`src/sv/bca_pkg.sv`:
```
`default_nettype none
// ----------------------------------------------------------------------------
// bca_pkg
// Shared types and constants of the batch counter with alarm.
// ----------------------------------------------------------------------------
package bca_pkg;

    localparam int TIMER_BITS_DEFAULT = 16;
    localparam int COUNT_BITS_DEFAULT = 8;

    localparam int CFG_INDEX_BITS = 3;

    localparam logic [CFG_INDEX_BITS-1:0] CFG_COUNT_LIMIT    = 3'd0;
    localparam logic [CFG_INDEX_BITS-1:0] CFG_DETECT_LOCKOUT = 3'd1;
    localparam logic [CFG_INDEX_BITS-1:0] CFG_RELAY_PULSE    = 3'd2;
    localparam logic [CFG_INDEX_BITS-1:0] CFG_BUZZER_PULSE   = 3'd3;
    localparam logic [CFG_INDEX_BITS-1:0] CFG_BUTTON_LOCKOUT = 3'd4;
    localparam logic [CFG_INDEX_BITS-1:0] CFG_POLL_PERIOD    = 3'd5;

    localparam logic [7:0]  COUNT_LIMIT_RESET    = 8'd10;
    localparam logic [15:0] DETECT_LOCKOUT_RESET = 16'd1000;
    localparam logic [15:0] RELAY_PULSE_RESET    = 16'd5000;
    localparam logic [15:0] BUZZER_PULSE_RESET   = 16'd500;
    localparam logic [15:0] BUTTON_LOCKOUT_RESET = 16'd200;
    localparam logic [15:0] POLL_PERIOD_RESET    = 16'd100;

    localparam int BIT_GREEN = 0;
    localparam int BIT_RED   = 1;
    localparam int BIT_RELAY = 2;
    localparam int BIT_BUZZ  = 3;

    typedef struct packed {
        logic [7:0]  count_limit;
        logic [15:0] detect_lockout_ticks;
        logic [15:0] relay_pulse_ticks;
        logic [15:0] buzzer_pulse_ticks;
        logic [15:0] button_lockout_ticks;
        logic [15:0] poll_period_ticks;
    } cfg_t;

    typedef struct packed {
        logic sensor_level;
        logic button_level;
    } in_item_t;

    typedef struct packed {
        logic       green_led;
        logic       red_led;
        logic       relay_drive;
        logic       buzzer_drive;
        logic [7:0] object_count;
    } out_item_t;

endpackage
`default_nettype wire

```
`src/sv/batch_counter_with_alarm_top.sv`:
```
`default_nettype none
// Latency: a result is valid in the cycle after its input transfer.
// Throughput: one tick per cycle unless the receiver stalls; the result register
// frees as it is taken, so input and output transfers overlap with no bubble.
// Reset: asynchronous, active low; counters, flags and out_valid clear, out_data
// does not; configuration returns to its defaults. There is no clearing pass.
// ----------------------------------------------------------------------------
// batch_counter_with_alarm_top
// Batch counter with alarm: one tick per transfer, counting detections up to
// a limit with relay pulse, button reset and buzzer alarm.
// ----------------------------------------------------------------------------
module batch_counter_with_alarm_top
    import bca_pkg::*;
#(
    parameter int TIMER_BITS = TIMER_BITS_DEFAULT,
    parameter int COUNT_BITS = COUNT_BITS_DEFAULT
)
(
    input  wire logic                      clk,
    input  wire logic                      rst_n,
    input  wire logic                      in_valid,
    output logic                           in_ready,
    input  wire in_item_t                  in_data,
    output logic                           out_valid,
    input  wire logic                      out_ready,
    output out_item_t                      out_data,
    input  wire logic                      cfg_we,
    input  wire logic [CFG_INDEX_BITS-1:0] cfg_index,
    input  wire logic [15:0]               cfg_wdata
);

    cfg_t      cfg;
    out_item_t step_result;
    logic      in_xfer;

    logic [COUNT_BITS-1:0] cnt_reg,       cnt_next;
    logic [TIMER_BITS-1:0] since_det_reg, since_det_next;
    logic [TIMER_BITS-1:0] since_btn_reg, since_btn_next;
    logic [TIMER_BITS-1:0] since_buz_reg, since_buz_next;
    logic [TIMER_BITS-1:0] relay_rem_reg, relay_rem_next;
    logic [TIMER_BITS-1:0] poll_cd_reg,   poll_cd_next;
    logic                  held_reg,      held_next;
    logic                  buz_run_reg,   buz_run_next;
    logic [3:0]            bits_reg,      bits_next;

    assign in_xfer = in_valid && in_ready;

    bca_cfg u_cfg (
        .clk       (clk),
        .rst_n     (rst_n),
        .cfg_we    (cfg_we),
        .cfg_index (cfg_index),
        .cfg_wdata (cfg_wdata),
        .cfg       (cfg)
    );

    bca_step #(
        .TIMER_BITS (TIMER_BITS),
        .COUNT_BITS (COUNT_BITS)
    ) u_step (
        .cfg           (cfg),
        .sensor        (in_data.sensor_level),
        .button        (in_data.button_level),
        .cnt_cur       (cnt_reg),
        .since_det_cur (since_det_reg),
        .since_btn_cur (since_btn_reg),
        .since_buz_cur (since_buz_reg),
        .relay_rem_cur (relay_rem_reg),
        .poll_cd_cur   (poll_cd_reg),
        .held_cur      (held_reg),
        .buz_run_cur   (buz_run_reg),
        .bits_cur      (bits_reg),
        .cnt_nxt       (cnt_next),
        .since_det_nxt (since_det_next),
        .since_btn_nxt (since_btn_next),
        .since_buz_nxt (since_buz_next),
        .relay_rem_nxt (relay_rem_next),
        .poll_cd_nxt   (poll_cd_next),
        .held_nxt      (held_next),
        .buz_run_nxt   (buz_run_next),
        .bits_nxt      (bits_next),
        .result        (step_result)
    );

    bca_out_stage u_out (
        .clk       (clk),
        .rst_n     (rst_n),
        .load      (in_xfer),
        .load_data (step_result),
        .slot_free (in_ready),
        .out_valid (out_valid),
        .out_ready (out_ready),
        .out_data  (out_data)
    );

    always_ff @(posedge clk or negedge rst_n)
    begin
        if (!rst_n)
        begin
            cnt_reg       <= '0;
            since_det_reg <= '0;
            since_btn_reg <= '0;
            since_buz_reg <= '0;
            relay_rem_reg <= '0;
            poll_cd_reg   <= '0;
            held_reg      <= 1'b0;
            buz_run_reg   <= 1'b0;
            bits_reg      <= 4'b0000;
        end
        else if (in_xfer)
        begin
            cnt_reg       <= cnt_next;
            since_det_reg <= since_det_next;
            since_btn_reg <= since_btn_next;
            since_buz_reg <= since_buz_next;
            relay_rem_reg <= relay_rem_next;
            poll_cd_reg   <= poll_cd_next;
            held_reg      <= held_next;
            buz_run_reg   <= buz_run_next;
            bits_reg      <= bits_next;
        end
    end

    // The relay drive is on exactly while a pulse is counting down.
    a_relay_matches_pulse: assert property (@(posedge clk) disable iff (!rst_n)
        bits_reg[BIT_RELAY] == (relay_rem_reg != '0))
        else $error("relay drive does not match pulse countdown");

    // No poll countdown runs during a relay pulse.
    a_no_poll_in_pulse: assert property (@(posedge clk) disable iff (!rst_n)
        (relay_rem_reg != '0) |-> (poll_cd_reg == '0))
        else $error("poll countdown active during relay pulse");

    // The count never changes while a pulse is running.
    a_count_frozen_in_pulse: assert property (@(posedge clk) disable iff (!rst_n)
        (relay_rem_reg != '0) |=> $stable(cnt_reg))
        else $error("count changed during relay pulse");

    // Green and red are never lit together.
    a_lamps_exclusive: assert property (@(posedge clk) disable iff (!rst_n)
        !(bits_reg[BIT_GREEN] && bits_reg[BIT_RED]))
        else $error("green and red lit together");

    // A sounding buzzer always has its run flag set.
    a_buzzer_flag: assert property (@(posedge clk) disable iff (!rst_n)
        bits_reg[BIT_BUZZ] |-> buz_run_reg)
        else $error("buzzer sounding without run flag");

endmodule
`default_nettype wire

```
`src/sv/bca_cfg.sv`:
```
`default_nettype none
// ----------------------------------------------------------------------------
// bca_cfg
// Configuration register file, written through a plain write port.
// ----------------------------------------------------------------------------
module bca_cfg
    import bca_pkg::*;
(
    input  wire logic                      clk,
    input  wire logic                      rst_n,
    input  wire logic                      cfg_we,
    input  wire logic [CFG_INDEX_BITS-1:0] cfg_index,
    input  wire logic [15:0]               cfg_wdata,
    output cfg_t                           cfg
);

    cfg_t cfg_reg;
    cfg_t cfg_next;

    always_comb
    begin
        cfg_next = cfg_reg;
        if (cfg_we)
        begin
            unique case (cfg_index)
                CFG_COUNT_LIMIT:    cfg_next.count_limit          = cfg_wdata[7:0];
                CFG_DETECT_LOCKOUT: cfg_next.detect_lockout_ticks = cfg_wdata;
                CFG_RELAY_PULSE:    cfg_next.relay_pulse_ticks    = cfg_wdata;
                CFG_BUZZER_PULSE:   cfg_next.buzzer_pulse_ticks   = cfg_wdata;
                CFG_BUTTON_LOCKOUT: cfg_next.button_lockout_ticks = cfg_wdata;
                CFG_POLL_PERIOD:    cfg_next.poll_period_ticks    = cfg_wdata;
                default:            cfg_next = cfg_reg;
            endcase
        end
    end

    always_ff @(posedge clk or negedge rst_n)
    begin
        if (!rst_n)
        begin
            cfg_reg.count_limit          <= COUNT_LIMIT_RESET;
            cfg_reg.detect_lockout_ticks <= DETECT_LOCKOUT_RESET;
            cfg_reg.relay_pulse_ticks    <= RELAY_PULSE_RESET;
            cfg_reg.buzzer_pulse_ticks   <= BUZZER_PULSE_RESET;
            cfg_reg.button_lockout_ticks <= BUTTON_LOCKOUT_RESET;
            cfg_reg.poll_period_ticks    <= POLL_PERIOD_RESET;
        end
        else
        begin
            cfg_reg <= cfg_next;
        end
    end

    assign cfg = cfg_reg;

endmodule
`default_nettype wire

```
`src/sv/bca_step.sv`:
```
`default_nettype none
// ----------------------------------------------------------------------------
// bca_step
// Next-state logic for one tick: pulse countdown, poll countdown or poll step.
// ----------------------------------------------------------------------------
module bca_step
    import bca_pkg::*;
#(
    parameter int TIMER_BITS = TIMER_BITS_DEFAULT,
    parameter int COUNT_BITS = COUNT_BITS_DEFAULT
)
(
    input  wire cfg_t                    cfg,
    input  wire logic                    sensor,
    input  wire logic                    button,
    input  wire logic [COUNT_BITS-1:0]   cnt_cur,
    input  wire logic [TIMER_BITS-1:0]   since_det_cur,
    input  wire logic [TIMER_BITS-1:0]   since_btn_cur,
    input  wire logic [TIMER_BITS-1:0]   since_buz_cur,
    input  wire logic [TIMER_BITS-1:0]   relay_rem_cur,
    input  wire logic [TIMER_BITS-1:0]   poll_cd_cur,
    input  wire logic                    held_cur,
    input  wire logic                    buz_run_cur,
    input  wire logic [3:0]              bits_cur,
    output logic      [COUNT_BITS-1:0]   cnt_nxt,
    output logic      [TIMER_BITS-1:0]   since_det_nxt,
    output logic      [TIMER_BITS-1:0]   since_btn_nxt,
    output logic      [TIMER_BITS-1:0]   since_buz_nxt,
    output logic      [TIMER_BITS-1:0]   relay_rem_nxt,
    output logic      [TIMER_BITS-1:0]   poll_cd_nxt,
    output logic                         held_nxt,
    output logic                         buz_run_nxt,
    output logic      [3:0]              bits_nxt,
    output out_item_t                    result
);

    localparam int TW = (TIMER_BITS > 16) ? TIMER_BITS : 16;
    localparam int CW = (COUNT_BITS > 8) ? COUNT_BITS : 8;

    localparam logic [TIMER_BITS-1:0] TIMER_MAX = {TIMER_BITS{1'b1}};
    localparam logic [COUNT_BITS-1:0] COUNT_MAX = {COUNT_BITS{1'b1}};
    localparam logic [TW-1:0]         TIMER_MAX_EXT = TW'(TIMER_MAX);
    localparam logic [TIMER_BITS-1:0] TIMER_ONE = TIMER_BITS'(1);
    localparam logic [COUNT_BITS-1:0] COUNT_ONE = COUNT_BITS'(1);

    logic [TW-1:0]         relay_ext;
    logic [TIMER_BITS-1:0] relay_load;
    logic [15:0]           poll_adj;
    logic [TW-1:0]         poll_ext;
    logic [TIMER_BITS-1:0] poll_load;

    always_comb
    begin
        relay_ext  = TW'(cfg.relay_pulse_ticks);
        relay_load = (relay_ext > TIMER_MAX_EXT) ? TIMER_MAX : relay_ext[TIMER_BITS-1:0];
        poll_adj   = (cfg.poll_period_ticks == 16'd0) ? 16'd0 : cfg.poll_period_ticks - 16'd1;
        poll_ext   = TW'(poll_adj);
        poll_load  = (poll_ext > TIMER_MAX_EXT) ? TIMER_MAX : poll_ext[TIMER_BITS-1:0];
    end

    logic eoc;
    logic det;

    always_comb
    begin
        cnt_nxt       = cnt_cur;
        since_det_nxt = since_det_cur;
        since_btn_nxt = since_btn_cur;
        since_buz_nxt = since_buz_cur;
        relay_rem_nxt = relay_rem_cur;
        poll_cd_nxt   = poll_cd_cur;
        held_nxt      = held_cur;
        buz_run_nxt   = buz_run_cur;
        bits_nxt      = bits_cur;
        eoc           = 1'b0;
        det           = 1'b0;

        if (relay_rem_cur != '0)
        begin
            relay_rem_nxt = relay_rem_cur - TIMER_ONE;
            if (relay_rem_nxt == '0)
            begin
                bits_nxt[BIT_RELAY] = 1'b0;
                eoc = 1'b1;
            end
        end
        else if (poll_cd_cur != '0)
        begin
            poll_cd_nxt = poll_cd_cur - TIMER_ONE;
        end
        else
        begin
            if (button && !held_cur && (TW'(since_btn_cur) >= TW'(cfg.button_lockout_ticks)))
            begin
                cnt_nxt       = '0;
                bits_nxt      = 4'b0000;
                since_btn_nxt = '0;
                held_nxt      = 1'b1;
            end
            else if (!button)
            begin
                held_nxt = 1'b0;
            end

            det = sensor && (TW'(since_det_cur) >= TW'(cfg.detect_lockout_ticks));
            if (det)
            begin
                if (CW'(cnt_nxt) < CW'(cfg.count_limit))
                begin
                    if (cnt_nxt < COUNT_MAX)
                    begin
                        cnt_nxt = cnt_nxt + COUNT_ONE;
                    end
                    since_det_nxt = '0;
                end
                if (CW'(cnt_nxt) < CW'(cfg.count_limit))
                begin
                    bits_nxt[BIT_GREEN] = 1'b1;
                    bits_nxt[BIT_RELAY] = 1'b1;
                    bits_nxt[BIT_RED]   = 1'b0;
                    relay_rem_nxt = relay_load;
                    if (relay_load == '0)
                    begin
                        bits_nxt[BIT_RELAY] = 1'b0;
                        eoc = 1'b1;
                    end
                end
                else
                begin
                    eoc = 1'b1;
                end
            end
            else if (CW'(cnt_nxt) >= CW'(cfg.count_limit))
            begin
                bits_nxt[BIT_RED]   = 1'b1;
                bits_nxt[BIT_GREEN] = 1'b0;
                bits_nxt[BIT_RELAY] = 1'b0;
                if (!buz_run_nxt)
                begin
                    since_buz_nxt      = '0;
                    bits_nxt[BIT_BUZZ] = 1'b1;
                    buz_run_nxt        = 1'b1;
                end
                eoc = 1'b1;
            end
            else
            begin
                bits_nxt[BIT_GREEN] = 1'b1;
                bits_nxt[BIT_RED]   = 1'b0;
                bits_nxt[BIT_RELAY] = 1'b0;
                bits_nxt[BIT_BUZZ]  = 1'b0;
                buz_run_nxt         = 1'b0;
                eoc = 1'b1;
            end
        end

        if (eoc)
        begin
            if (buz_run_nxt && (TW'(since_buz_nxt) >= TW'(cfg.buzzer_pulse_ticks)))
            begin
                bits_nxt[BIT_BUZZ] = 1'b0;
                buz_run_nxt        = 1'b0;
            end
            poll_cd_nxt = poll_load;
        end

        result.green_led    = bits_nxt[BIT_GREEN];
        result.red_led      = bits_nxt[BIT_RED];
        result.relay_drive  = bits_nxt[BIT_RELAY];
        result.buzzer_drive = bits_nxt[BIT_BUZZ];
        result.object_count = 8'(CW'(cnt_nxt));

        if (since_det_nxt != TIMER_MAX)
        begin
            since_det_nxt = since_det_nxt + TIMER_ONE;
        end
        if (since_btn_nxt != TIMER_MAX)
        begin
            since_btn_nxt = since_btn_nxt + TIMER_ONE;
        end
        if (since_buz_nxt != TIMER_MAX)
        begin
            since_buz_nxt = since_buz_nxt + TIMER_ONE;
        end
    end

endmodule
`default_nettype wire

```
`src/sv/bca_out_stage.sv`:
```
`default_nettype none
// ----------------------------------------------------------------------------
// bca_out_stage
// Result register with valid and ready; loads a new result on every input
// transfer and frees the slot when the result transfer completes.
// ----------------------------------------------------------------------------
module bca_out_stage
    import bca_pkg::*;
(
    input  wire logic      clk,
    input  wire logic      rst_n,
    input  wire logic      load,
    input  wire out_item_t load_data,
    output logic           slot_free,
    output logic           out_valid,
    input  wire logic      out_ready,
    output out_item_t      out_data
);

    logic      valid_reg;
    logic      valid_next;
    out_item_t data_reg;

    assign slot_free  = !valid_reg || out_ready;
    assign valid_next = load ? 1'b1 : (valid_reg && !out_ready);

    always_ff @(posedge clk or negedge rst_n)
    begin
        if (!rst_n)
        begin
            valid_reg <= 1'b0;
        end
        else
        begin
            valid_reg <= valid_next;
        end
    end

    always_ff @(posedge clk)
    begin
        if (load)
        begin
            data_reg <= load_data;
        end
    end

    assign out_valid = valid_reg;
    assign out_data  = data_reg;

endmodule
`default_nettype wire

```
`config.mk`:
```
export PLATFORM = sky130hd
export DESIGN_NAME = batch_counter_with_alarm_top
export DESIGN_NICKNAME = d
export VERILOG_FILES = /design/src/sv/bca_pkg.sv /design/src/sv/batch_counter_with_alarm_top.sv /design/src/sv/bca_cfg.sv /design/src/sv/bca_step.sv /design/src/sv/bca_out_stage.sv
export SDC_FILE = /design/constraint.sdc
export NUM_CORES = 1
export LEC_CHECK = 0
export BUFFER_PORTS_ARGS = -buffer_cell sky130_fd_sc_hd__buf_4
export CORE_MARGIN = 3
export CORE_UTILIZATION = 40
export CTS_BUF_LIST = sky130_fd_sc_hd__clkbuf_16
export DETAILED_ROUTE_END_ITERATION = 7
export PLACE_DENSITY = 0.63
export SYNTH_ARGS = -nofsm -noshare
export SYNTH_HDL_FRONTEND = slang
export SYNTH_SLANG_ARGS = --single-unit
```
`constraint.sdc`:
```
create_clock -name clk -period 8.6 [get_ports clk]
set_input_delay 1.72 -clock clk [delete_from_list [all_inputs] [get_ports clk]]
set_output_delay 1.72 -clock clk [all_outputs]
set_load 0.02 [all_outputs]
```
==> summary.md, run 1 <==
| Metric | Value |
|---|---|
| Status | `finished, final reports clean` |
| Placer Congestion | `0.8324` |
| Total CTS buffers | `17` |
| Layout area overhead | `11.00%` |
| Post-synth cell types | `82` |
| TritonCTS clock tree | `yes` |
| Total grt overflow | `0` |
| Max reg flops | `88` |
| Die ar. | `31420 um^2` |
| Synth warn | `0` |
| Hold WC Path Type | `reg -> reg` |
| FMAX | `around 0.15 GHz` |
| Peak fanout along the critical path | `21` |
| Min Tclk post-route | `approximately 6.8 ns` |
| Worst-margin pin slew | `1.084 ns` |
| Multi-input gate area | `6247 um^2` |
| Vias/cell | `between 5 and 6` |
| First-pass detailed-route iteration total | `5` |
| Max cap viols | `0` |
| I/O pins | `40` |
| CP most frequent cell | `a21o_1` |
| Startpoint Class | `register` |
| Critical Path, Cell by Cell | `ha_1 > a21o_1 > a21o_1 > a211oi_1 > a31o_2 > and2_1 > ha_1 > nor2b_1 > o211ai_1 > a21oi_1 > nor2_1 > nand4_1 > nor3_1 > xor2_1 > ha_1 > a21o_1 > a21o_1 > a21oi_1 > and3_1 > a31o_2 > a21o_1 > and3_1 > mux2_2` |
| DRC | `0` |
| Register area | `4971 um^2` |
| Most frequent cells after synthesis | `158 x dfrtp_1, 136 x nand2_1, 106 x o21ai_0, 90 x inv_1, 84 x a21oi_1` |
| Antenna diodes | `0` |
| Number of synthesized flops with an enable pin | `12` |
| Worst path slowest cell | `a211oi_1` |
| Setup CP Type | `reg -> reg` |
| Final hold vios | `0` |
| Clock-pin slew on the worst setup and hold paths | `~0.080 ns` |
| Worst hold path depth | `2` |
| Number of port buffers | `39` |
| Skew final | `between 0.015 and 0.02 ns` |
| Core area | `28780 um^2` |
| Tot GR Track Use | `between 10% and 20%` |
| Slowest stage delay, CP | `between 0.5 and 0.6 ns` |
| Vias in the first global route | `a little over 9000` |
| Hpwl dp | `between 20000 and 25000 um` |
| Share of the synthesized area in the top cell type | `about a third` |
| Setup TNS Final | `0 ns` |
| Seq/Total Area, Yosys | `about 42%` |
| Synthesized Nets | `1357` |
| Htree depth | `4` |
| Largest cells by area after synthesis | `dfrtp_1 34%, ha_1 7.6%, mux2_2 5.9%, dfstp_2 5.6%, o21ai_0 4.5%` |
| Asr flop ratio synth | `a little over nine tenths` |
| Row cnt | `62` |
| Layout cells sized above 1 | `15.98%` |
| Die Wd | `177.2 um` |
| Clock latency on the worst-skew pair | `0.45 ns` |
| Setup violators final | `0` |
| Via count | `9498` |
| Routed len/inst | `17.92 um` |
| Power Density | `210.6 nW/um^2` |
| Mapped Cells | `between 1000 and 1500` |
| Drt total wl | `30090 um` |
| Initial Util | `40.76%` |
| Buffers from clock root to sink, at most | `2` |
| # nets final | `roughly 1400` |
| Fin util | `45.24%` |
| Tcrit/Tclk final | `79.11%` |
| CP Data Required Time | `8.94 ns` |
| Synth Flop Type | `dfrtp_1` |
| Crit end category | `register` |
| Most instantiated library cell after synthesis | `dfrtp_1` |
| Reg2reg path depth | `23` |
| Root Driver | `clkbuf_16` |
| Global-route wire length before repair | `49150 um` |
| Max Slew Vio Count | `0` |
| 1st-iter DRT viols | `769` |
| Number of routed nets with antenna violations | `0` |
| Fill count | `2762` |
| Initial antenna violation count | `0` |
| RSZ-0062 raised after global routing | `false` |
| Yosys reg bits | `195` |
| Worst rel slew slack | `27.37%` |
| Synth area leader | `dfrtp_1` |
| Synthesized area | `approximately 12000 um^2` |
| Avg Inst Size Synth | `9.310 um^2` |
| Die height | `177.2 um` |
| Post-CTS Resized | `0` |
| Largest net degree at the start of global routing | `111` |
| Peak VDD IR | `approximately 0.14 mV` |
| CTS sink cnt | `~200` |
| CTS Hold Buffers Added | `0` |
| Leak | `roughly 5.7 nW` |
| Setup Fix Bufs, Post-CTS | `0` |
| WP data arrival | `7.14 ns` |
==> worst paths after layout <==
path / end / startpoint / slack, ns
setup / recovery: relay_rem_reg[2] / since_btn_reg[13] / 1.80
hold / removal: u_cfg.cfg[71] / u_cfg.cfg[71] / 0.51
setup reg to reg: relay_rem_reg[2] / since_btn_reg[13] / 1.80
hold reg to reg: u_cfg.cfg[71] / u_cfg.cfg[71] / 0.51
max in group asynchronous: u_cfg.cfg[66] / rst_n / 5.69
min in group asynchronous: poll_cd_reg[11] / rst_n / 1.40
==> where the power goes <==
group          internal [W]  leakage, nW  total, W  switching [W]
clock              0.000419        0.296  0.000836       0.000418
combinational      0.000286         3.03  0.000638       0.000352
sequential          0.00111         2.34   0.00127       0.000157
total               0.00182         5.67   0.00274       0.000926
==> layout by cell type (no fill, tap or decap), drive strengths merged, types with 4 or more instances in the layout <==
master	Yosys	final
a211oi	7	7
a21o	17	17
a21oi	85	85
a31o	4	4
a31oi	9	9
and2	32	32
and3	21	21
buf	12	47
clkbuf	33	18
clkinv	1	8
dfrtp	158	158
dfstp	25	25
edfxtp	12	12
ha	71	71
inv	90	96
mux2	61	61
mux2i	5	5
nand2	138	138
nand2b	12	12
nand3	45	45
nand3b	4	4
nand4	33	33
nand4b	4	4
nor2	75	75
nor3	27	27
nor3b	5	5
nor4	17	17
o21a	8	8
o21ai	115	115
o221ai	4	4
o31ai	23	23
or2	4	4
or3	11	11
or4	9	9
xnor2	17	17
xor2	22	22
==> cells by family after synthesis <==
| group | share of synthesized area, % |
|---|---|
| simple gates | 19.97 |
| compound gates | 16.32 |
| flops | 42.38 |
| buf+inv | 4.565 |
| fa+ha+maj | 7.573 |
| mux | 6.283 |
| xor+xnor | 2.912 |
==> per-stage QoR <==
step	total power, W	cell area (um^2)	setup slack, ns	instances	hold slack [ns]
floorplan	0.001717	11730	2.393	1260	0.4592
global placement	0.001888	12410	1.761	1647	0.4850
detailed placement	0.001915	12410	1.614	1647	0.4893
CTS	0.002760	13020	1.853	1679	0.5096
global route	0.002920	13020	1.287	1679	0.5357
finish	0.002742	13020	1.797	1679	0.5080
==> critical path, delay by kind of cell, from the launching register on <==
family	cells	cell delay, ns
AOI/OAI and AO/OA	11	2.95
xor gates and xnor gates	1	0.19
adders and majority gates	3	0.82
DFF	1	0.43
muxes	1	0.32
and+or+nand+nor	7	1.97
==> per-layer routing <==
layer  GRT usage, %  part of all wire, %
met3          3.110                  4.7
met2          32.69                   48
met1          27.25                   46
met5              0                    0
met4          4.190                  1.1
==> cell type report <==
cell class | instances | area share, %
inverters | 91 | 2.623
multi-input cells | 929 | 47.98
clock buffers | 17 | 3.267
flip-flops and latches | 195 | 38.18
repair buffers | 48 | 2.816
clock inverters | 15 | 1.441
well taps | 384 | 3.690
Note: power is estimated with default switching activity, not from simulation.
==> inputs of run 2 (changes only) <==
==> constraint.sdc (replaced) <==
create_clock -name clk -period 6.9 [get_ports clk]
set_input_delay 1.38 -clock clk [delete_from_list [all_inputs] [get_ports clk]]
set_output_delay 1.38 -clock clk [all_outputs]
set_load 0.02 [all_outputs]
==> summary.md, run 2 (synthesis results as in run 1) <==
| Metric | Value |
|---|---|
| Max cap viols | `0 (unchanged)` |
| Number of port buffers | `39 (unchanged)` |
| Largest net degree at the start of global routing | `67 (-40%)` |
| Max reg flops | `88 (unchanged)` |
| Hold WC Path Type | `reg -> reg` |
| Peak VDD IR | `0.1723 mV (+21%)` |
| CTS Hold Buffers Added | `0 (unchanged)` |
| Number of routed nets with antenna violations | `0 (unchanged)` |
| I/O pins | `40 (unchanged)` |
| Drt total wl | `29670 um (-1.4%)` |
| Max Slew Vio Count | `0 (unchanged)` |
| Antenna diodes | `0 (unchanged)` |
| DRC | `0 (unchanged)` |
| Leak | `5.695 nW (+0.42%)` |
| Routed len/inst | `17.64 um (-1.6%)` |
| Power Density | `262.0 nW/um^2 (+24%)` |
| Setup TNS Final | `0 ns (unchanged)` |
| Via count | `9427 (-0.75%)` |
| Power share of the sequential group | `46.2% (about the same)` |
| Peak fanout along the critical path | `21 (unchanged)` |
| Dpl cell area | `12440 um^2 (+0.24%)` |
| Initial antenna violation count | `0 (unchanged)` |
| Worst rel slew slack | `31.30% (+3.9 points)` |
| Setup violators final | `0 (unchanged)` |
| CP Data Required Time | `7.10 ns (-1.84 ns)` |
| Critical Path, Cell by Cell | `ha_1 > a21o_1 > a21o_1 > a211oi_1 > a31o_2 > and2_1 > ha_1 > nor2b_1 > o211ai_1 > a21oi_1 > nor2_1 > nand4_1 > nor3_1 > xor2_1 > ha_1 > a21o_1 > a21o_1 > a21oi_1 > and3_1 > and2_1 > and4_1 > o21ai_2 > o311ai_1 > and2_1` |
| Buffers from clock root to sink, at most | `2 (unchanged)` |
| Fill count | `2718 (-1.6%)` |
| Vias/cell | `5.605 (-0.92%)` |
| Tcrit/Tclk final | `91.53% (+12 points)` |
| Logic pwr share | `23.2% (about the same)` |
| Worst path slowest cell | `o21ai_2` |
| Htree depth | `4 (unchanged)` |
| Status | `finished, final reports clean` |
| Vias in the first global route | `9178 (-0.35%)` |
| Sw power | `0.001124 W (+21%)` |
| Setup CP Type | `reg -> reg` |
| Clock power frac | `30.6% (about the same)` |
| Clock latency on the worst-skew pair | `0.45 ns (about the same)` |
| Power Internal | `0.002295 W (+26%)` |
| Switch share | `32.88% (-0.90 points)` |
| Setup Fix Bufs, Post-CTS | `0 (unchanged)` |
| FMAX | `0.1583 GHz (+7.7%)` |
| Layout area overhead | `11.29%` |
| Most frequent cells in the layout | `158 x dfrtp_1, 135 x nand2_1, 106 x o21ai_0` |
| Final hold vios | `0 (unchanged)` |
| Hpwl dp | `21130 um (+2.4%)` |
| WP data arrival | `6.52 ns (-0.62 ns)` |
| Slowest stage delay, CP | `0.50 ns (-0.02 ns)` |
| First-pass detailed-route iteration total | `5 (unchanged)` |
| TritonCTS clock tree | `yes` |
| Placer Congestion | `0.8629 (+3.7%)` |
| Root Driver | `clkbuf_16` |
| CP most frequent cell | `a21o_1` |
| Most common cell after layout, fill and taps aside | `dfrtp_1` |
| Crit end category | `register` |
| Total grt overflow | `0 (unchanged)` |
| Skew final | `0.01292 ns (-0.005071 ns)` |
| Row cnt | `62 (unchanged)` |
| Die ar. | `31420 um^2 (unchanged)` |
| Setup ws final | `0.5846 ns (-1.212 ns)` |
| Die height | `177.2 um (unchanged)` |
| Startpoint Class | `register` |
| Clock-pin slew on the worst setup and hold paths | `0.08 ns (about the same)` |
| Worst slack at placement | `0.5792 ns (-1.034 ns)` |
| Core area | `28780 um^2 (unchanged)` |
| Min Tclk post-route | `6.315 ns (-0.4879 ns)` |
| # nets final | `1383 (+0.29%)` |
| RSZ-0062 raised after global routing | `false` |
| Total CTS buffers | `17 (unchanged)` |
| 1st-iter DRT viols | `676 (-12%)` |
| Die Wd | `177.2 um (unchanged)` |
| Global-route wire length before repair | `48890 um (-0.53%)` |
| Fin area | `13050 um^2 (+0.26%)` |
| Layout cells sized above 1 | `16.18% (+0.19 points)` |
| Initial Util | `40.76% (unchanged)` |
| Worst-margin pin slew | `1.025 ns (-0.05853 ns)` |
| Post-CTS Resized | `0 (unchanged)` |
| Tot GR Track Use | `19.63% (-0.050 points)` |
| CTS sink cnt | `195 (unchanged)` |
[run 2: changes by cell type in the layout (fill, tap and decap cells not counted), sizes merged]
cell / previous run / this run
buf: 47 / 51
clkinvlp: 1 / 0
clkinv: 8 / 7
bufinv: 1 / 2
[run 2: layout make-up]
cell class | instances | area (um^2) | area share [%]
multi-input cells | 929 | 6247 | 47.86
flip-flops and latches | 195 | 4971 | 38.08
well taps | 384 | 480.5 | 3.681
clock buffers | 17 | 425.4 | 3.259
repair buffers | 52 | 396.6 | 3.038
inverters | 91 | 341.6 | 2.617
clock inverters | 14 | 191.4 | 1.467
[run 2: final timing paths]
kind / start / end / slack [ns] / depth (start not counted)
max in group asynchronous: rst_n / u_cfg.cfg[16] / 4.76 / 2
min: since_buz_reg[4] / since_buz_reg[4] / 0.51 / 1
min in group asynchronous: rst_n / poll_cd_reg[10] / 0.92 / 1
min reg2reg: since_buz_reg[4] / since_buz_reg[4] / 0.51 / 1
max: since_btn_reg[13] / u_out.out_data[8] / 0.58 / 24
max reg2reg: since_btn_reg[13] / u_out.out_data[8] / 0.58 / 24
[run 2: worst max-delay path, delay by kind of cell, from the launching register on]
family	cells	cell delay, ns
adder cells (fa/ha/maj)	3	0.87
flip-flops	1	0.43
AO/OA/AOI/OAI	11	2.66
XOR/XNOR	1	0.13
AND/OR/NAND/NOR	9	1.98
[run 2: metal layers]
layer | wire length [um] | global-route usage (%) | vias up
met1 | 13700 | 26.87 | 4611
met3 | 1521 | 3.775 | 32
li1 | - | - | 4581
met5 | 0 | 0 | -
met4 | 629 | 6.121 | 0
met2 | 13830 | 31.54 | 203
[run 2: metrics by stage]
| stage | power, W | utilization [%] | hold WS (ns) | instances |
|---|---|---|---|---|
| 4_1_cts | 0.003447 | 45.36 | 0.5109 | 1682 |
| 3_5_place_dp | 0.002390 | 43.21 | 0.4939 | 1651 |
| 6_report | 0.003420 | 45.36 | 0.5081 | 1682 |
| 3_3_place_gp | 0.002360 | 43.21 | 0.4839 | 1651 |
| 2_1_floorplan | 0.002140 | - | 0.4592 | 1260 |
| 5_1_grt | 0.003654 | 45.36 | 0.5382 | 1682 |
[run 2: power by group through the flow]
stage                     registers (W)  clock network (W)  logic, W
after floorplan                 0.00154                  0  0.000601
after global placement          0.00159                  0  0.000769
after detailed placement        0.00160                  0  0.000792
after CTS                       0.00158            0.00107  0.000801
after global routing            0.00161            0.00111  0.000926
final                           0.00158            0.00105  0.000794
==> inputs of run 3 (changes only) <==
--- a/config.mk
+++ b/config.mk
@@ -6,11 +6,13 @@
 export NUM_CORES = 1
 export LEC_CHECK = 0
 export BUFFER_PORTS_ARGS = -buffer_cell sky130_fd_sc_hd__buf_4
+export CELL_PAD_IN_SITES_DETAIL_PLACEMENT = 1
+export CELL_PAD_IN_SITES_GLOBAL_PLACEMENT = 1
 export CORE_MARGIN = 3
 export CORE_UTILIZATION = 40
 export CTS_BUF_LIST = sky130_fd_sc_hd__clkbuf_16
 export DETAILED_ROUTE_END_ITERATION = 7
-export PLACE_DENSITY = 0.63
+export PLACE_DENSITY = 0.76
 export SYNTH_ARGS = -nofsm -noshare
 export SYNTH_HDL_FRONTEND = slang
 export SYNTH_SLANG_ARGS = --single-unit
==> constraint.sdc (replaced) <==
create_clock -name clk -period 7.7 [get_ports clk]
set_input_delay 1.54 -clock clk [delete_from_list [all_inputs] [get_ports clk]]
set_output_delay 1.54 -clock clk [all_outputs]
set_load 0.02 [all_outputs]
==> summary.md, run 3 (synthesis results as in run 1) <==
| Metric | Value |
|---|---|
| Layout cells sized above 1 | `15.91% (-0.27 points)` |
| Reg2reg path depth | `23 (-4.2%)` |
| Worst-margin pin slew | `1.201 ns (+0.1754 ns)` |
| Number of routed nets with antenna violations | `0 (unchanged)` |
| Number of port buffers | `39 (unchanged)` |
| Hold Path Origin | `since_buz_reg[4]` |
| Reg2Reg Setup Slack | `0.76 ns (+0.17 ns)` |
| Skew final | `0.01995 ns (+0.007027 ns)` |
| Die ar. | `31420 um^2 (unchanged)` |
| Peak VDD IR | `0.1787 mV (+3.7%)` |
| Largest net degree at the start of global routing | `113 (+69%)` |
| DRC | `0 (unchanged)` |
| Total CTS buffers | `17 (unchanged)` |
| Routed len/inst | `20.08 um (+14%)` |
| Max Slew Vio Count | `0 (unchanged)` |
| Clock latency on the worst-skew pair | `0.46 ns (about the same)` |
| R2R Path Start | `since_btn_reg[13]` |
| Slowest stage delay, CP | `0.55 ns (+0.05 ns)` |
| Root Driver | `clkbuf_16` |
| I/O pins | `40 (unchanged)` |
| Initial Util | `40.76% (unchanged)` |
| Drt total wl | `33720 um (+14%)` |
| Row cnt | `62 (unchanged)` |
| Setup TNS Final | `0 ns (unchanged)` |
| First-pass detailed-route iteration total | `5 (unchanged)` |
| Status | `finished, final reports clean` |
| Worst rel slew slack | `19.61% (-12 points)` |
| Most frequent cells in the layout | `158 x dfrtp_1, 135 x nand2_1, 106 x o21ai_0` |
| Global-route wire length before repair | `54850 um (+12%)` |
| Dpl cell area | `12410 um^2 (-0.24%)` |
| Tot GR Track Use | `22.22% (+2.6 points)` |
| Antenna diodes | `0 (unchanged)` |
| # nets final | `1379 (-0.29%)` |
| Placer Congestion | `0.8773 (+1.7%)` |
| Min Tclk post-route | `6.944 ns (+0.6288 ns)` |
| Clock-pin slew on the worst setup and hold paths | `0.08 ns (about the same)` |
| Die height | `177.2 um (unchanged)` |
| Initial antenna violation count | `1 (+1)` |
| RSZ-0062 raised after global routing | `false` |
| Setup violators final | `0 (unchanged)` |
| Buffers from clock root to sink, at most | `2 (unchanged)` |
| Hold EP | `since_buz_reg[4]` |
| Via count | `9605 (+1.9%)` |
| CTS sink cnt | `195 (unchanged)` |
| Peak fanout along the critical path | `21 (unchanged)` |
| Total grt overflow | `0 (unchanged)` |
| Worst hold path depth | `1 (unchanged)` |
| Die Wd | `177.2 um (unchanged)` |
| CP Data Required Time | `8.04 ns (+0.94 ns)` |
| Max cap viols | `0 (unchanged)` |
| Hold WC Path Type | `reg -> reg` |
| WP data arrival | `7.28 ns (+0.76 ns)` |
| TritonCTS clock tree | `yes` |
| R2R Path End | `relay_rem_reg[2]` |
| 1st-iter DRT viols | `583 (-14%)` |
| Setup Fix Bufs, Post-CTS | `0 (unchanged)` |
| Fill count | `3325 (+22%)` |
| FMAX | `0.1440 GHz (-9.1%)` |
| Worst path slowest cell | `a211oi_1` |
| Layout area overhead | `10.77%` |
| Most common cell after layout, fill and taps aside | `dfrtp_1` |
| Htree depth | `4 (unchanged)` |
| Power Density | `235.8 nW/um^2 (-10%)` |
| Post-CTS Resized | `0 (unchanged)` |
| Core area | `28780 um^2 (unchanged)` |
| CP most frequent cell | `a21o_1` |
| Hpwl dp | `23820 um (+13%)` |
| Critical Path, Cell by Cell | `ha_1 > a21o_1 > a21o_1 > a211oi_1 > a31o_2 > and2_1 > ha_1 > nor2b_1 > o211ai_1 > a21oi_1 > nor2_1 > nand4_1 > nor3_1 > xor2_1 > ha_1 > a21o_1 > a21o_1 > a21oi_1 > and3_1 > a31o_2 > a21o_1 > and3_1 > mux2_2` |
| Crit end category | `register` |
| Vias/cell | `5.721 (+2.1%)` |
| Max reg flops | `88 (unchanged)` |
| CTS Hold Buffers Added | `0 (unchanged)` |
| Fin area | `12990 um^2 (-0.46%)` |
| Startpoint Class | `register` |
| Setup CP Type | `reg -> reg` |
| Leak | `5.664 nW (-0.54%)` |
| Final hold vios | `0 (unchanged)` |
| Tcrit/Tclk final | `90.18% (-1.3 points)` |
| Vias in the first global route | `10078 (+9.8%)` |
==> run 3: cell types whose count changed in the layout (fill, tap and decap cells not counted), sizes merged <==
cell,delta
buf,-4
bufinv,-2
inv,+2
clkinvlp,+1
==> run 3: where the power goes <==
group	switching (W)	total [W]	internal, W
combinational	0.000410	0.000732	0.000322
clock	0.000471	0.000907	0.000436
sequential	0.000184	0.00143	0.00124
total	0.00106	0.00306	0.00200
==> run 3: metrics by stage <==
stage	cells	hold WS, ns	setup WS [ns]	util [%]	power, W
detailed placement	1647	0.4950	0.7641	43.11	0.002174
global placement	1647	0.4832	1.013	43.11	0.002121
finish	1679	0.5106	0.7558	45.15	0.003064
CTS	1679	0.5100	0.8115	45.15	0.003096
global route	1679	0.5280	0.3907	45.15	0.003271
floorplan	1260	0.4592	1.673	-	0.001918
==> run 3: per-layer routing <==
| layer | track usage [%] | part of all wire, % | routed length [um] | up-vias |
|---|---|---|---|---|
| li1 | - | - | - | 4546 |
| met1 | 30.11 | 47 | 15870 | 4893 |
| met2 | 37.34 | 48 | 16300 | 135 |
| met3 | 3.003 | 2.8 | 958 | 31 |
| met4 | 6.252 | 1.7 | 585 | 0 |
| met5 | 0 | 0 | 0 | - |
==> run 3: how the worst max path moves through the flow <==
stage / start / end / cells past startpoint
after floorplan: in_data[0] / relay_rem_reg[0] / 22
final: since_btn_reg[13] / relay_rem_reg[2] / 23
after global routing: since_btn_reg[13] / relay_rem_reg[2] / 23
after global placement: in_data[0] / relay_rem_reg[2] / 21
after CTS: since_btn_reg[13] / relay_rem_reg[2] / 23
after detailed placement: in_data[0] / relay_rem_reg[2] / 21
==> run 3: final cells by class <==
type                    count  area, um^2  area share (%)
clock buffers              17       425.4           3.274
clock inverters            15       161.4           1.242
inverters                  91       341.6           2.629
multi-input cells         929        6247           48.08
flip-flops and latches    195        4971           38.26
well taps                 384       480.5           3.698
repair buffers             48       366.6           2.821
==> run 3: worst max-delay path: cells and delay by family (launching register included) <==
| family | cells | cell delay [ns] |
|---|---|---|
| AND/OR/NAND/NOR | 7 | 2.03 |
| adder cells (fa/ha/maj) | 3 | 0.83 |
| flip-flops | 1 | 0.43 |
| AO/OA/AOI/OAI | 11 | 3.01 |
| XOR/XNOR | 1 | 0.20 |
| multiplexers | 1 | 0.33 |
